--- src/twcs_pkg.sv ---
// Shared types, constants and codes for the textured wall column stepper.
package twcs_pkg;

    localparam int SCREEN_HEIGHT_DEF = 1024;

    localparam int COL_W   = 10;
    localparam int SPAN_W  = 11;
    localparam int LH_W    = 16;
    localparam int FRAC_W  = 16;
    localparam int FACE_W  = 2;
    localparam int COLOR_W = 24;
    localparam int TW_W    = 11;
    localparam int HLOG_W  = 4;
    localparam int TEX_W   = 10;
    localparam int ROWO_W  = 10;
    localparam int POS_W   = 48;
    localparam int FRAC_SH = 16;

    localparam int TEX_WIDTH_MAX = 1024;
    localparam int HLOG_MAX      = 10;
    localparam int TEX_WIDTH_RST = 64;
    localparam int HLOG_RST      = 6;

    // Step is 2^(h+16) / line height, at most 2^26.
    localparam int QUO_W = HLOG_MAX + FRAC_SH + 1;
    // Signed start offset 2*span_start - screen height + line height.
    localparam int N_W   = 18;

    localparam int CMDQ_DEPTH = 2;

    localparam int CFG_IDX_W = 2;
    localparam logic [CFG_IDX_W-1:0] CFG_CEILING = 2'd0;
    localparam logic [CFG_IDX_W-1:0] CFG_FLOOR   = 2'd1;
    localparam logic [CFG_IDX_W-1:0] CFG_TWIDTH  = 2'd2;
    localparam logic [CFG_IDX_W-1:0] CFG_THLOG   = 2'd3;

    localparam logic KIND_LOAD = 1'b0;
    localparam logic KIND_TICK = 1'b1;

    typedef enum logic [1:0] {
        RG_CEILING = 2'd0,
        RG_WALL    = 2'd1,
        RG_FLOOR   = 2'd2
    } t_region;

    typedef enum logic [1:0] {
        BK_RUN,
        BK_DIV,
        BK_MUL
    } t_bstate;

    typedef struct packed {
        logic              kind;
        logic [COL_W-1:0]  column;
        logic [SPAN_W-1:0] span_start;
        logic [SPAN_W-1:0] span_end;
        logic [LH_W-1:0]   wall_rows;
        logic [FRAC_W-1:0] wall_fraction;
        logic [FACE_W-1:0] face;
        logic              mirror;
    } t_cmd;

    typedef struct packed {
        logic [COLOR_W-1:0] ceiling_color;
        logic [COLOR_W-1:0] floor_color;
        logic [TW_W-1:0]    tex_width;
        logic [HLOG_W-1:0]  tex_hlog;
    } t_cfg;

    typedef struct packed {
        logic [COL_W-1:0]   column;
        logic [ROWO_W-1:0]  row;
        t_region            region;
        logic [COLOR_W-1:0] flat_color;
        logic [TEX_W-1:0]   texel_column;
        logic [TEX_W-1:0]   texel_row;
        logic [FACE_W-1:0]  face;
        logic               last;
    } t_pix;

endpackage

--- src/twcs_front.sv ---
// Front end: accepts input words, classifies them and queues commands.
module twcs_front (
    input  logic                        i_clk,
    input  logic                        i_rst_n,
    input  logic                        i_push,
    output logic                        o_full,
    input  logic                        i_kind,
    input  logic [twcs_pkg::COL_W-1:0]  i_column,
    input  logic [twcs_pkg::SPAN_W-1:0] i_span_start,
    input  logic [twcs_pkg::SPAN_W-1:0] i_span_end,
    input  logic [twcs_pkg::LH_W-1:0]   i_wall_rows,
    input  logic [twcs_pkg::FRAC_W-1:0] i_wall_fraction,
    input  logic [twcs_pkg::FACE_W-1:0] i_face,
    input  logic                        i_ray_x_positive,
    input  logic                        i_ray_y_positive,
    output logic                        o_cmd_valid,
    output twcs_pkg::t_cmd              o_cmd,
    input  logic                        i_cmd_take
);
    import twcs_pkg::*;

    localparam int PTR_W = $clog2(CMDQ_DEPTH);
    localparam int CNT_W = $clog2(CMDQ_DEPTH + 1);

    t_cmd             r_mem [CMDQ_DEPTH];
    logic [PTR_W-1:0] r_wr_ptr;
    logic [PTR_W-1:0] r_rd_ptr;
    logic [CNT_W-1:0] r_count;
    t_cmd             w_cmd;
    logic             w_wr;
    logic             w_rd;

    // North/south faces mirror on positive x, east/west on positive y.
    always_comb begin
        w_cmd.kind          = i_kind;
        w_cmd.column        = i_column;
        w_cmd.span_start    = i_span_start;
        w_cmd.span_end      = i_span_end;
        w_cmd.wall_rows     = (i_wall_rows == '0) ? LH_W'(1) : i_wall_rows;
        w_cmd.wall_fraction = i_wall_fraction;
        w_cmd.face          = i_face;
        w_cmd.mirror        = i_face[1] ? i_ray_y_positive : i_ray_x_positive;
    end

    assign o_full      = (r_count == CNT_W'(CMDQ_DEPTH));
    assign o_cmd_valid = (r_count != '0);
    assign o_cmd       = r_mem[r_rd_ptr];
    assign w_wr        = i_push && !o_full;
    assign w_rd        = i_cmd_take && o_cmd_valid;

    always_ff @(posedge i_clk) begin
        if (!i_rst_n) begin
            r_wr_ptr <= '0;
            r_rd_ptr <= '0;
            r_count  <= '0;
        end else begin
            if (w_wr) begin
                r_wr_ptr <= (r_wr_ptr == PTR_W'(CMDQ_DEPTH - 1)) ? '0 : r_wr_ptr + 1'b1;
            end
            if (w_rd) begin
                r_rd_ptr <= (r_rd_ptr == PTR_W'(CMDQ_DEPTH - 1)) ? '0 : r_rd_ptr + 1'b1;
            end
            if (w_wr && !w_rd) begin
                r_count <= r_count + 1'b1;
            end else if (w_rd && !w_wr) begin
                r_count <= r_count - 1'b1;
            end
        end
    end

    always_ff @(posedge i_clk) begin
        if (w_wr) begin
            r_mem[r_wr_ptr] <= w_cmd;
        end
    end

endmodule

--- src/twcs_div.sv ---
// Radix-2 restoring divider for the texture step 2^(h+16) / line height.
module twcs_div (
    input  logic                        i_clk,
    input  logic                        i_rst_n,
    input  logic                        i_start,
    input  logic [twcs_pkg::HLOG_W-1:0] i_hlog,
    input  logic [twcs_pkg::LH_W-1:0]   i_divisor,
    output logic                        o_done,
    output logic [twcs_pkg::QUO_W-1:0]  o_quotient
);
    import twcs_pkg::*;

    localparam int IDX_W = $clog2(QUO_W);

    logic             r_busy;
    logic             r_done;
    logic [IDX_W-1:0] r_idx;
    logic [LH_W-1:0]  r_rem;
    logic [QUO_W-1:0] r_quo;
    logic             w_bit;
    logic [LH_W:0]    w_trial;
    logic             w_ge;
    logic [LH_W-1:0]  w_rem_n;

    // The dividend is a single one bit at position h+16.
    assign w_bit   = (r_idx == IDX_W'(i_hlog) + IDX_W'(FRAC_SH));
    assign w_trial = {r_rem, w_bit};
    assign w_ge    = (w_trial >= {1'b0, i_divisor});
    assign w_rem_n = w_ge ? LH_W'(w_trial - {1'b0, i_divisor}) : w_trial[LH_W-1:0];

    always_ff @(posedge i_clk) begin
        if (!i_rst_n) begin
            r_busy <= 1'b0;
            r_done <= 1'b0;
        end else begin
            r_done <= 1'b0;
            if (i_start) begin
                r_busy <= 1'b1;
            end else if (r_busy && r_idx == '0) begin
                r_busy <= 1'b0;
                r_done <= 1'b1;
            end
        end
    end

    always_ff @(posedge i_clk) begin
        if (i_start) begin
            r_idx <= IDX_W'(QUO_W - 1);
            r_rem <= '0;
            r_quo <= '0;
        end else if (r_busy) begin
            r_idx <= r_idx - 1'b1;
            r_rem <= w_rem_n;
            r_quo <= {r_quo[QUO_W-2:0], w_ge};
        end
    end

    assign o_done     = r_done;
    assign o_quotient = r_quo;

endmodule

--- src/twcs_back.sv ---
// Back end: column setup sequencer and per-row pixel datapath with result register.
module twcs_back #(
    parameter int SCREEN_HEIGHT = twcs_pkg::SCREEN_HEIGHT_DEF
) (
    input  logic           i_clk,
    input  logic           i_rst_n,
    input  logic           i_cmd_valid,
    input  twcs_pkg::t_cmd i_cmd,
    output logic           o_cmd_take,
    input  twcs_pkg::t_cfg i_cfg,
    input  logic           i_pop,
    output logic           o_valid,
    output twcs_pkg::t_pix o_pix
);
    import twcs_pkg::*;

    localparam int ROW_W  = $clog2(SCREEN_HEIGHT);
    localparam int PROD_W = N_W + QUO_W + 1;

    t_bstate            r_state;
    t_bstate            n_state;
    logic               r_active;
    logic [ROW_W-1:0]   r_row;
    logic               r_out_valid;
    t_pix               r_out;
    logic [POS_W-1:0]   r_pos;
    logic [QUO_W-1:0]   r_step;
    logic [TEX_W-1:0]   r_tcol;
    logic [SPAN_W-1:0]  r_ss;
    logic [SPAN_W-1:0]  r_se;
    logic [FACE_W-1:0]  r_face;
    logic [COL_W-1:0]   r_col;
    logic [LH_W-1:0]    r_lh;

    logic               w_take;
    logic               w_div_start;
    logic               w_emit;
    logic               w_out_free;
    logic               w_div_done;
    logic [QUO_W-1:0]   w_quo;
    logic               w_is_load;
    logic [FRAC_W+TW_W-1:0] w_tc_prod;
    logic [TW_W-1:0]    w_tc;
    logic [TW_W-1:0]    w_tc_mir;
    logic signed [N_W-1:0]    w_n;
    logic signed [PROD_W-1:0] w_prod;
    logic [SPAN_W-1:0]  w_row_ext;
    logic               w_last;
    logic [TEX_W-1:0]   w_trow_raw;
    logic [TEX_W-1:0]   w_hmask;
    t_pix               n_pix;

    twcs_div u_div (
        .i_clk      (i_clk),
        .i_rst_n    (i_rst_n),
        .i_start    (w_div_start),
        .i_hlog     (i_cfg.tex_hlog),
        .i_divisor  (r_lh),
        .o_done     (w_div_done),
        .o_quotient (w_quo)
    );

    assign w_is_load  = (i_cmd.kind == KIND_LOAD);
    assign w_out_free = !r_out_valid || i_pop;

    always_comb begin
        n_state = r_state;
        case (r_state)
            BK_RUN: begin
                if (i_cmd_valid && w_is_load) n_state = BK_DIV;
            end
            BK_DIV: begin
                if (w_div_done) n_state = BK_MUL;
            end
            BK_MUL: begin
                n_state = BK_RUN;
            end
            default: begin
                n_state = BK_RUN;
            end
        endcase
    end

    always_comb begin
        w_take      = 1'b0;
        w_div_start = 1'b0;
        w_emit      = 1'b0;
        case (r_state)
            BK_RUN: begin
                if (i_cmd_valid) begin
                    if (w_is_load) begin
                        w_take      = 1'b1;
                        w_div_start = 1'b1;
                    end else if (!r_active) begin
                        w_take = 1'b1;
                    end else if (w_out_free) begin
                        w_take = 1'b1;
                        w_emit = 1'b1;
                    end
                end
            end
            default: begin
                w_take = 1'b0;
            end
        endcase
    end

    // Texture column from the hit fraction, mirrored where the ray runs positive.
    assign w_tc_prod = i_cmd.wall_fraction * i_cfg.tex_width;
    assign w_tc      = {1'b0, w_tc_prod[FRAC_SH +: TEX_W]};
    assign w_tc_mir  = i_cfg.tex_width - TW_W'(1) - w_tc;

    assign w_n    = $signed(N_W'({r_ss, 1'b0})) + $signed(N_W'(r_lh))
                  - $signed(N_W'(SCREEN_HEIGHT));
    assign w_prod = w_n * $signed({1'b0, r_step});

    // Integer part truncated toward zero, low bits only.
    assign w_trow_raw = r_pos[FRAC_SH +: TEX_W]
                      + TEX_W'(r_pos[POS_W-1] && (r_pos[FRAC_SH-1:0] != '0));
    assign w_hmask    = TEX_W'((11'd1 << i_cfg.tex_hlog) - 11'd1);
    assign w_row_ext  = SPAN_W'(r_row);
    assign w_last     = (r_row == ROW_W'(SCREEN_HEIGHT - 1));

    always_comb begin
        n_pix.column       = r_col;
        n_pix.row          = ROWO_W'(r_row);
        n_pix.face         = r_face;
        n_pix.last         = w_last;
        n_pix.region       = RG_FLOOR;
        n_pix.flat_color   = i_cfg.floor_color;
        n_pix.texel_column = '0;
        n_pix.texel_row    = '0;
        if (w_row_ext < r_ss) begin
            n_pix.region     = RG_CEILING;
            n_pix.flat_color = i_cfg.ceiling_color;
        end else if (w_row_ext < r_se) begin
            n_pix.region       = RG_WALL;
            n_pix.flat_color   = '0;
            n_pix.texel_column = r_tcol;
            n_pix.texel_row    = w_trow_raw & w_hmask;
        end
    end

    always_ff @(posedge i_clk) begin
        if (!i_rst_n) begin
            r_state     <= BK_RUN;
            r_active    <= 1'b0;
            r_row       <= '0;
            r_out_valid <= 1'b0;
        end else begin
            r_state <= n_state;
            if (w_div_start) begin
                r_active <= 1'b1;
                r_row    <= '0;
            end else if (w_emit) begin
                if (w_last) begin
                    r_active <= 1'b0;
                    r_row    <= '0;
                end else begin
                    r_row <= r_row + 1'b1;
                end
            end
            if (w_emit) begin
                r_out_valid <= 1'b1;
            end else if (i_pop) begin
                r_out_valid <= 1'b0;
            end
        end
    end

    always_ff @(posedge i_clk) begin
        if (w_div_start) begin
            r_col  <= i_cmd.column;
            r_ss   <= i_cmd.span_start;
            r_se   <= i_cmd.span_end;
            r_face <= i_cmd.face;
            r_lh   <= i_cmd.wall_rows;
            r_tcol <= i_cmd.mirror ? w_tc_mir[TEX_W-1:0] : w_tc[TEX_W-1:0];
        end
        if (r_state == BK_DIV && w_div_done) begin
            r_step <= w_quo;
        end
        if (r_state == BK_MUL) begin
            r_pos <= POS_W'(w_prod >>> 1);
        end else if (w_emit && n_pix.region == RG_WALL) begin
            r_pos <= r_pos + POS_W'(r_step);
        end
        if (w_emit) begin
            r_out <= n_pix;
        end
    end

    assign o_cmd_take = w_take;
    assign o_valid    = r_out_valid;
    assign o_pix      = r_out;

endmodule

--- src/textured_wall_column_stepper_unit.sv ---
// Top level of the textured wall column stepper: configuration registers and wiring.
//
//  channel   direction  handshake             word
//  input     in         push / full           kind, column, span, line height, hit, face, signs
//  result    out        empty / pop           column, row, region, colors, texel, face, last
//  config    in         i_cfg_we (no wait)    register index and data
//
// A tick on an active column yields one pixel per cycle while the result register drains.
// A load word is latched, then runs through the bit-serial step divider, the quotient
// hand-over and the start multiply before the next word is taken.
// Reset is synchronous and active low; it empties both queues and ends the column.
// Input stalls only when the two-entry command queue is full; a stalled result
// holds the pixel path while ticks wait in that queue.
module textured_wall_column_stepper_unit #(
    parameter int SCREEN_HEIGHT = twcs_pkg::SCREEN_HEIGHT_DEF
) (
    input  logic                           i_clk,
    input  logic                           i_rst_n,
    input  logic                           push,
    output logic                           full,
    input  logic                           i_kind,
    input  logic [twcs_pkg::COL_W-1:0]     i_column,
    input  logic [twcs_pkg::SPAN_W-1:0]    i_span_start,
    input  logic [twcs_pkg::SPAN_W-1:0]    i_span_end,
    input  logic [twcs_pkg::LH_W-1:0]      i_wall_rows,
    input  logic [twcs_pkg::FRAC_W-1:0]    i_wall_fraction,
    input  logic [twcs_pkg::FACE_W-1:0]    i_face,
    input  logic                           i_ray_x_positive,
    input  logic                           i_ray_y_positive,
    output logic                           empty,
    input  logic                           pop,
    output logic [twcs_pkg::COL_W-1:0]     o_out_column,
    output logic [twcs_pkg::ROWO_W-1:0]    o_row,
    output logic [1:0]                     o_region,
    output logic [twcs_pkg::COLOR_W-1:0]   o_flat_color,
    output logic [twcs_pkg::TEX_W-1:0]     o_texel_column,
    output logic [twcs_pkg::TEX_W-1:0]     o_texel_row,
    output logic [twcs_pkg::FACE_W-1:0]    o_out_face,
    output logic                           o_last,
    input  logic                           i_cfg_we,
    input  logic [twcs_pkg::CFG_IDX_W-1:0] i_cfg_idx,
    input  logic [twcs_pkg::COLOR_W-1:0]   i_cfg_data
);
    import twcs_pkg::*;

    t_cfg            r_cfg;
    logic            w_cmd_valid;
    t_cmd            w_cmd;
    logic            w_cmd_take;
    logic            w_out_valid;
    t_pix            w_pix;
    logic [TW_W-1:0] w_tw;
    logic [HLOG_W-1:0] w_hl;

    // Store the effective values: zero width acts as one, wide values clamp.
    assign w_tw = i_cfg_data[TW_W-1:0];
    assign w_hl = i_cfg_data[HLOG_W-1:0];

    always_ff @(posedge i_clk) begin
        if (!i_rst_n) begin
            r_cfg.ceiling_color <= '0;
            r_cfg.floor_color   <= '0;
            r_cfg.tex_width     <= TW_W'(TEX_WIDTH_RST);
            r_cfg.tex_hlog      <= HLOG_W'(HLOG_RST);
        end else if (i_cfg_we) begin
            case (i_cfg_idx)
                CFG_CEILING: begin
                    r_cfg.ceiling_color <= i_cfg_data;
                end
                CFG_FLOOR: begin
                    r_cfg.floor_color <= i_cfg_data;
                end
                CFG_TWIDTH: begin
                    if (w_tw == '0) begin
                        r_cfg.tex_width <= TW_W'(1);
                    end else if (w_tw > TW_W'(TEX_WIDTH_MAX)) begin
                        r_cfg.tex_width <= TW_W'(TEX_WIDTH_MAX);
                    end else begin
                        r_cfg.tex_width <= w_tw;
                    end
                end
                CFG_THLOG: begin
                    r_cfg.tex_hlog <= (w_hl > HLOG_W'(HLOG_MAX)) ? HLOG_W'(HLOG_MAX) : w_hl;
                end
                default: begin
                    r_cfg <= r_cfg;
                end
            endcase
        end
    end

    twcs_front u_front (
        .i_clk            (i_clk),
        .i_rst_n          (i_rst_n),
        .i_push           (push),
        .o_full           (full),
        .i_kind           (i_kind),
        .i_column         (i_column),
        .i_span_start     (i_span_start),
        .i_span_end       (i_span_end),
        .i_wall_rows      (i_wall_rows),
        .i_wall_fraction  (i_wall_fraction),
        .i_face           (i_face),
        .i_ray_x_positive (i_ray_x_positive),
        .i_ray_y_positive (i_ray_y_positive),
        .o_cmd_valid      (w_cmd_valid),
        .o_cmd            (w_cmd),
        .i_cmd_take       (w_cmd_take)
    );

    twcs_back #(
        .SCREEN_HEIGHT (SCREEN_HEIGHT)
    ) u_back (
        .i_clk       (i_clk),
        .i_rst_n     (i_rst_n),
        .i_cmd_valid (w_cmd_valid),
        .i_cmd       (w_cmd),
        .o_cmd_take  (w_cmd_take),
        .i_cfg       (r_cfg),
        .i_pop       (pop && w_out_valid),
        .o_valid     (w_out_valid),
        .o_pix       (w_pix)
    );

    // Drive the result word straight from the back end's output register.
    assign empty          = !w_out_valid;
    assign o_out_column   = w_pix.column;
    assign o_row          = w_pix.row;
    assign o_region       = w_pix.region;
    assign o_flat_color   = w_pix.flat_color;
    assign o_texel_column = w_pix.texel_column;
    assign o_texel_row    = w_pix.texel_row;
    assign o_out_face     = w_pix.face;
    assign o_last         = w_pix.last;

endmodule

--- config.mk ---
export PLATFORM = sky130hd
export DESIGN_NAME = textured_wall_column_stepper_unit
export DESIGN_NICKNAME = d
export VERILOG_FILES = /design/src/twcs_pkg.sv /design/src/twcs_front.sv /design/src/twcs_div.sv /design/src/twcs_back.sv /design/src/textured_wall_column_stepper_unit.sv
export SDC_FILE = /design/constraint.sdc
export NUM_CORES = 2
export LEC_CHECK = 0
export ABC_AREA = 0
export BUFFER_PORTS_ARGS = -buffer_cell sky130_fd_sc_hd__buf_2
export CAP_MARGIN = 10
export CELL_PAD_IN_SITES_DETAIL_PLACEMENT = 0
export CELL_PAD_IN_SITES_GLOBAL_PLACEMENT = 1
export CORE_MARGIN = 3
export CORE_UTILIZATION = 35
export CTS_CLUSTER_SIZE = 30
export DETAILED_ROUTE_END_ITERATION = 12
export GPL_TIMING_DRIVEN = 0
export PLACE_DENSITY = 0.62
export RECOVER_POWER = 100
export REMOVE_ABC_BUFFERS = 1
export SETUP_SLACK_MARGIN = 0.5
export SYNTH_ARGS = -nofsm -noshare
export SYNTH_HDL_FRONTEND = slang
export SYNTH_SLANG_ARGS = --single-unit
export TNS_END_PERCENT = 30
--- constraint.sdc ---
create_clock -name i_clk -period 10.5 [get_ports i_clk]
set_clock_uncertainty 0.15 [all_clocks]
set_input_delay 3.15 -clock i_clk [delete_from_list [all_inputs] [get_ports i_clk]]
set_output_delay 3.15 -clock i_clk [all_outputs]
set_load 0.02 [all_outputs]
* Yosys cells after proc, flatten, opt, wreduce, memory -nomap -nowiden
Memory sizes are Yosys's and may differ from the RTL's. A register that Yosys moved wholly into a read port is not among the register bits.
Index checks and enable logic that the tools add are counted.
** Word-level totals
- Register bits after elaboration :: 335
- RAM bits :: 136
- Memories :: 1
- Bits in read-only memories :: 0
- Output and inout bits :: 71
- Latch bits :: 0
- Logic and storage cells :: 150
** Memories
- u_front.r_mem :: depth 2, width 68, read ports 1, clocked after Yosys merged registers in 1, write ports 1, line twcs_front.sv:25 : t_cmd r_mem [CMDQ_DEPTH];
** Cells by class
- Bitwise gates (word level) :: 4
- Reductions and logical operators :: 36
- Order comparisons :: 5
- Multiply operators :: 2
- Shifts and indexed selects :: 1
- $add $sub $neg :: 15
- Divide/modulo/power cells :: 0
- Muxes and demuxes :: 43
- Eq/ne operators :: 11
** Operator list (number)
- two-way mux 48 bit :: 2
- adder 48 x 27 -> 48 bit :: 1
- multiplier 18 x 28 -> 46 bit :: 1
- two-way mux 46 bit :: 1
- two-way mux 16 bit :: 2
- two-way mux 1 bit :: 27
- multiplier 16 x 11 -> 26 bit :: 1
- two-way mux 26 bit :: 1
- < comparator 10 x 11 -> 1 bit :: 2
- two-way mux 11 bit :: 2
- two-way mux 10 bit :: 2
- subtractor 10 x 1 -> 10 bit, second input constant :: 2
- subtractor 17 x 11 -> 18 bit, second input constant :: 1
- adder 12 x 16 -> 17 bit :: 1
- >= comparator 17 x 16 -> 1 bit :: 1
- logical NOT 16 bit :: 1
- nonzero test 16 bit :: 1
- subtractor 16 bit :: 1
- nonzero test 2 bit :: 7
- AND reduction 2 bit :: 6
- greater-than comparator 11 bit, second input constant :: 1
- logical NOT 11 bit :: 1
- adder 10 x 1 -> 10 bit :: 1
- adder 10 x 1 -> 10 bit, second input constant :: 1
- other kinds (25) :: 50

* Logic depth before layout (Yosys ltp)
- Depth after elaboration :: 11
- Gate-level depth with buffers :: 37

* Cells and area by module
From an unflattened synthesis, not the netlist that was laid out.
** Unflattened totals
- Cell total of the unflattened synthesis :: 4293
- Area, all modules :: 42973.7 µm²
** By module, submodules not included
- twcs_back :: cells each 3391, area each 32228.4 µm², instances 1, sequential area each 6406.1 µm²
- twcs_front :: cells each 258, area each 5327.6 µm², instances 1, sequential area each 4184.0 µm²
- twcs_div :: cells each 357, area each 3094.2 µm², instances 1, sequential area each 1001.0 µm²
- textured_wall_column_stepper_unit :: cells each 287, area each 2323.5 µm², instances 1, sequential area each 1261.2 µm²

* Least setup slack after synthesis
Ideal clock, no wire load.
- Path kind :: register to register
- Start :: register u_back.r_lh[2]
- End :: register u_back.r_pos[40] (data pin)
- Cell stages (with the launch flop) :: 33
- Buffers on the path :: 2
- Setup slack :: 1.558 ns
- Library setup time :: 0.255 ns
- Data arrival time :: 8.537 ns
- Period minus slack after synthesis :: 8.942 ns
- Cells stage by stage :: edfxtp_1 > ha_1 > ha_1 > fa_1 > a21o_1 > a21oi_1 > o21bai_1 > a31oi_1 > o21ai_0 > nor2_1 > xnor2_1 > clkbuf_1 > nand2_1 > fa_1 > inv_1 > fa_1 > fa_1 > fa_1 > fa_1 > inv_1 > fa_1 > inv_1 > ha_1 > buf_6 > a21o_1 > a21o_1 > a2111oi_4 > o22ai_2 > o2111ai_2 > a21boi_2 > or4b_1 > a31o_1 > and3_1
** On the way
- Cells in the longest elaborated chain, start to end :: 4
** RTL lines
- from (decl) :: line twcs_back.sv:33 : logic [LH_W-1:0] r_lh;
- from (signal assigned) :: line twcs_back.sv:177 : r_lh <= i_cmd.wall_rows;
- adder 12 x 16 -> 17 bit :: line twcs_back.sv:113 : assign w_n = $signed(N_W'({r_ss, 1'b0})) + $signed(N_W'(r_lh))
- subtractor 17 x 11 -> 18 bit :: line twcs_back.sv:114 : - $signed(N_W'(SCREEN_HEIGHT));
- multiplier 18 x 28 -> 46 bit :: line twcs_back.sv:115 : assign w_prod = w_n * $signed({1'b0, r_step});
- two-way mux 48 bit :: line twcs_back.sv:183 : if (r_state == BK_MUL) begin
- to (signal assigned) :: line twcs_back.sv:184 : r_pos <= POS_W'(w_prod >>> 1);
- to (signal assigned) :: line twcs_back.sv:186 : r_pos <= r_pos + POS_W'(r_step);
- to (decl) :: line twcs_back.sv:26 : logic [POS_W-1:0] r_pos;
No other way between the ends.
A chain may end at the register's enable or synchronous reset.

* Final worst setup path
Ends and elaborated chain as after synthesis.

==> flow_summary_export.csv <==
group,metric,value,unit
grt,grt_pass1_wl,178000,um
synth,synth_top_area_cell,"fa_1",
grt,gr-total-overflow,0,
floorplan,dieHeight,356,um
clock_network,cts_max_path_buffers,3,
worst_setup_path,cpMostUsedCell,"fa_1",
route,wl_met1,48900,um
route,finalWirelength,110000,um
worst_setup_path,critPathMaxFanout,11,
timing,grt_setup_unrepaired,"true",
clock_network,htreeDepth,2,
synth,synthArstFlopShare,0,
route,dr_total_vias,29550,
grt,grt_max_degree,68,
route,drt_iter0_drc,1385,
timing,worstMarginPinSlew,3.49,ns
route,top_layer,"met4",
synth,synth-warning-count,0,
worst_setup_path,critical_path_class,"reg2reg",
route,routed-wl-met3,3440,um
clock_network,clock_sinks,472,
worst_hold_path,worstHoldStart,"u_back.r_col[8]",
synth,syn-instance-count,4324,
clock_network,clock_latency,0.66,ns
route,via_per_inst,4.88,
finish,fill_cells,12148,
worst_setup_path,crit_family,"adder cells",
synth,synth_top_area_share,0.247,
status,outcome,"complete, but fails checks",
grt,antenna_found_initial,2,
finish,nets,5333,
worst_setup_path,crit_slowest_cell,"fa_1",
floorplan,io_pins,171,
timing,setup_violations,0,
floorplan,initial_utilization,0.355,
synth,yosys-top-cells-area,"fa_1 (25%), edfxtp_1 (24%), ha_1 (9.1%)",
finish,multi_input_comb_area,26700,um^2
synth,synth_ff_type,"edfxtp_1",
timing,slew_headroom,-1.33,
grt,grt_pass1_vias,31413,
floorplan,rows,127,
placement,port_buffers,170,
synth,avgSynthCellArea,9.89,um^2
clock_network,numCtsBuffers,54,
worst_setup_path,start_kind,"register",
finish,layout-drive-gt1-share,0.0683,
route,wl_met2,55100,um
clock_network,clk_pin_slew_worst_paths,0.06,ns
clock_network,cts_tree,"done",
placement,hpwl,82800,um
worst_setup_path,worstRegToRegCells,31,
worst_hold_path,hold_class,"reg2reg",
timing,period_minus_slack,9.83,ns
timing,finalCritPeriodShare,0.936,
route,drcViolationCount,0,
floorplan,core,121000,um^2
synth,ys_seq_area_frac,0.301,
synth,synth_edf_count,340,
route,final_antenna_net_count,0,
worst_setup_path,critPathCaptureType,"register",
worst_setup_path,crit_buf_inv,3,
timing,fin_setup_tns,0,ns
finish,regArea,12900,um^2
timing,slew_violations,354,
worst_hold_path,hold_depth,0,
floorplan,die_w,356,um
grt,grt_use_total,0.177,
job,max_cap_violations,10,
timing,maxClockFrequency,0.102,GHz
timing,hold_viol,0,
finish,layout-area-overhead-vs-synth,11.0,%
worst_setup_path,critPathRequiredTime,10.71,ns
route,wl_per_cell,18.2,um
synth,synth.ff_latch_count,472,
worst_setup_path,cp.depth,31,
synth,ys_types,81,
worst_setup_path,max_stage_delay,0.55,ns
worst_setup_path,reg2reg_from,"u_back.r_lh[2]",
status,violations,"max-capacitance violations, max-slew violations",
clock_network,cts_root_buf,"clkbuf_16",
synth,syn-cell-area,42800,um^2
placement,gp_congestion,0.835,
route,dr.pass1.iters,5,
worst_setup_path,cp_data_arrival_time,10.04,ns
floorplan,dieArea,126000,um^2
worst_setup_path,crit_start,"u_back.r_lh[2]",
## placed cells by master, fill, tap and decap left out, types with 16 or more instances in the layout
cell	Yosys	layout
buf_2	4	54
or3_1	17	17
and2_0	0	17
nand2_1	670	669
a21o_1	51	51
xnor2_1	77	66
a31oi_1	25	23
ha_1	312	311
o21ai_0	99	98
inv_1	720	720
nand4_1	27	27
and2_1	198	181
a21boi_0	54	54
clkbuf_1	193	151
o21bai_1	17	17
mux2i_1	38	38
edfxtp_1	340	340
a211oi_1	20	18
fa_1	527	527
clkbuf_16	0	60
a21oi_1	141	139
nor4_1	16	16
dfxtp_1	132	131
nor3_1	36	35
nor2_1	157	155
xor2_1	51	49
a22o_1	28	28
nand3_1	42	42
and3_1	32	32
o21a_1	19	19
nor2b_1	37	36
mux2_2	68	65
## metal layers
| metal | vias to the layer above | global-route usage |
|---|---|---|
| met5 | - | 0 |
| met4 | 0 | 0.0469 |
| met3 | 128 | 0.0168 |
| met2 | 438 | 0.312 |
| met1 | 14920 | 0.233 |
| li1 | 14064 | - |
## worst register-to-register path, delay by kind of cell, from the launching register on
kind	cells	cell delay, ns
compound gates	14	3.11
xor+xnor	1	0.19
fa+ha+maj	10	4.58
flops	1	0.45
buf+inv	3	0.26
simple gates	3	0.83
## registers in the layout, indices dropped and copies added (netlist names), 11 cells and up, named ones only
| signal | cells |
|---|---|
| u_front.r_mem | 136 |
| u_back.o_pix | 69 |
| r_cfg | 63 |
| u_back.r_pos | 48 |
| u_back.r_step | 27 |
| u_back.u_div.o_quotient | 27 |
| u_back.r_lh | 16 |
| u_back.u_div.r_rem | 16 |
| u_back.r_se | 11 |
| u_back.r_ss | 11 |
## stage by stage
step / worst slack, ns / area, um^2 / util / hold slack (ns) / std cells
after floorplan: 1.14 / 42000 / - / 0.250 / 4111
after global placement: -2.14 / 44800 / 0.372 / 0.251 / 5893
after detailed placement: -0.366 / 45900 / 0.380 / 0.256 / 5937
after CTS: 0.518 / 47800 / 0.397 / 0.272 / 6045
after global routing: 0.203 / 47500 / 0.394 / 0.275 / 6052
final: 0.667 / 47500 / 0.394 / 0.269 / 6052
## logic make-up after synthesis
group,after synthesis,synth area share
simple gates,1302,0.142
mux,106,0.0268
xor+xnor,128,0.0262
flops,472,0.301
compound gates,543,0.0848
buf+inv,934,0.0823
fa+ha+maj,839,0.338
## worst paths after layout
kind                                    endpoint  slack (ns)
worst max-delay path            u_back.r_pos[40]        0.67
worst min-delay path            u_back.o_pix[67]        0.27
worst max register to register  u_back.r_pos[40]        0.67
worst min register to register  u_back.o_pix[67]        0.27
## timing repair
item                       CTS  global route
hold buffers                 0             0
pin swaps                    4             6
setup endpoints to repair   24            17
setup buffers                7             5
gates resized for setup     10            15
## cell usage after synthesis, types with 17 or more instances
| library cell | n |
|---|---|
| o21bai_1 | 17 |
| xnor2_1 | 77 |
| ha_1 | 312 |
| o21a_1 | 19 |
| or3_1 | 17 |
| nor3_1 | 36 |
| xor2_1 | 51 |
| a22o_1 | 28 |
| a31oi_1 | 25 |
| mux2i_1 | 38 |
| and3_1 | 32 |
| nand2_1 | 670 |
| clkbuf_1 | 193 |
| nand3_1 | 42 |
| inv_1 | 720 |
| nor2_1 | 157 |
| mux2_2 | 68 |
| and2_1 | 198 |
| edfxtp_1 | 340 |
| nand4_1 | 27 |
| o21ai_0 | 99 |
| nor2b_1 | 37 |
| a21oi_1 | 141 |
| a211oi_1 | 20 |
| fa_1 | 527 |
| a21boi_0 | 54 |
| a21o_1 | 51 |
| dfxtp_1 | 132 |
## layout make-up
type	instances	area share
Multi-Input combinational cell	2918	0.562
Sequential cell	472	0.271
Inverter	721	0.0570
Tap cell	1612	0.0425
Clock buffer	82	0.0340
Timing Repair Buffer	227	0.0285
Clock inverter	19	0.00501
Antenna cell	1	0.0000527
Power is not shown: default switching activity piles up to over one toggle a cycle in this logic, so the estimate is an artifact.
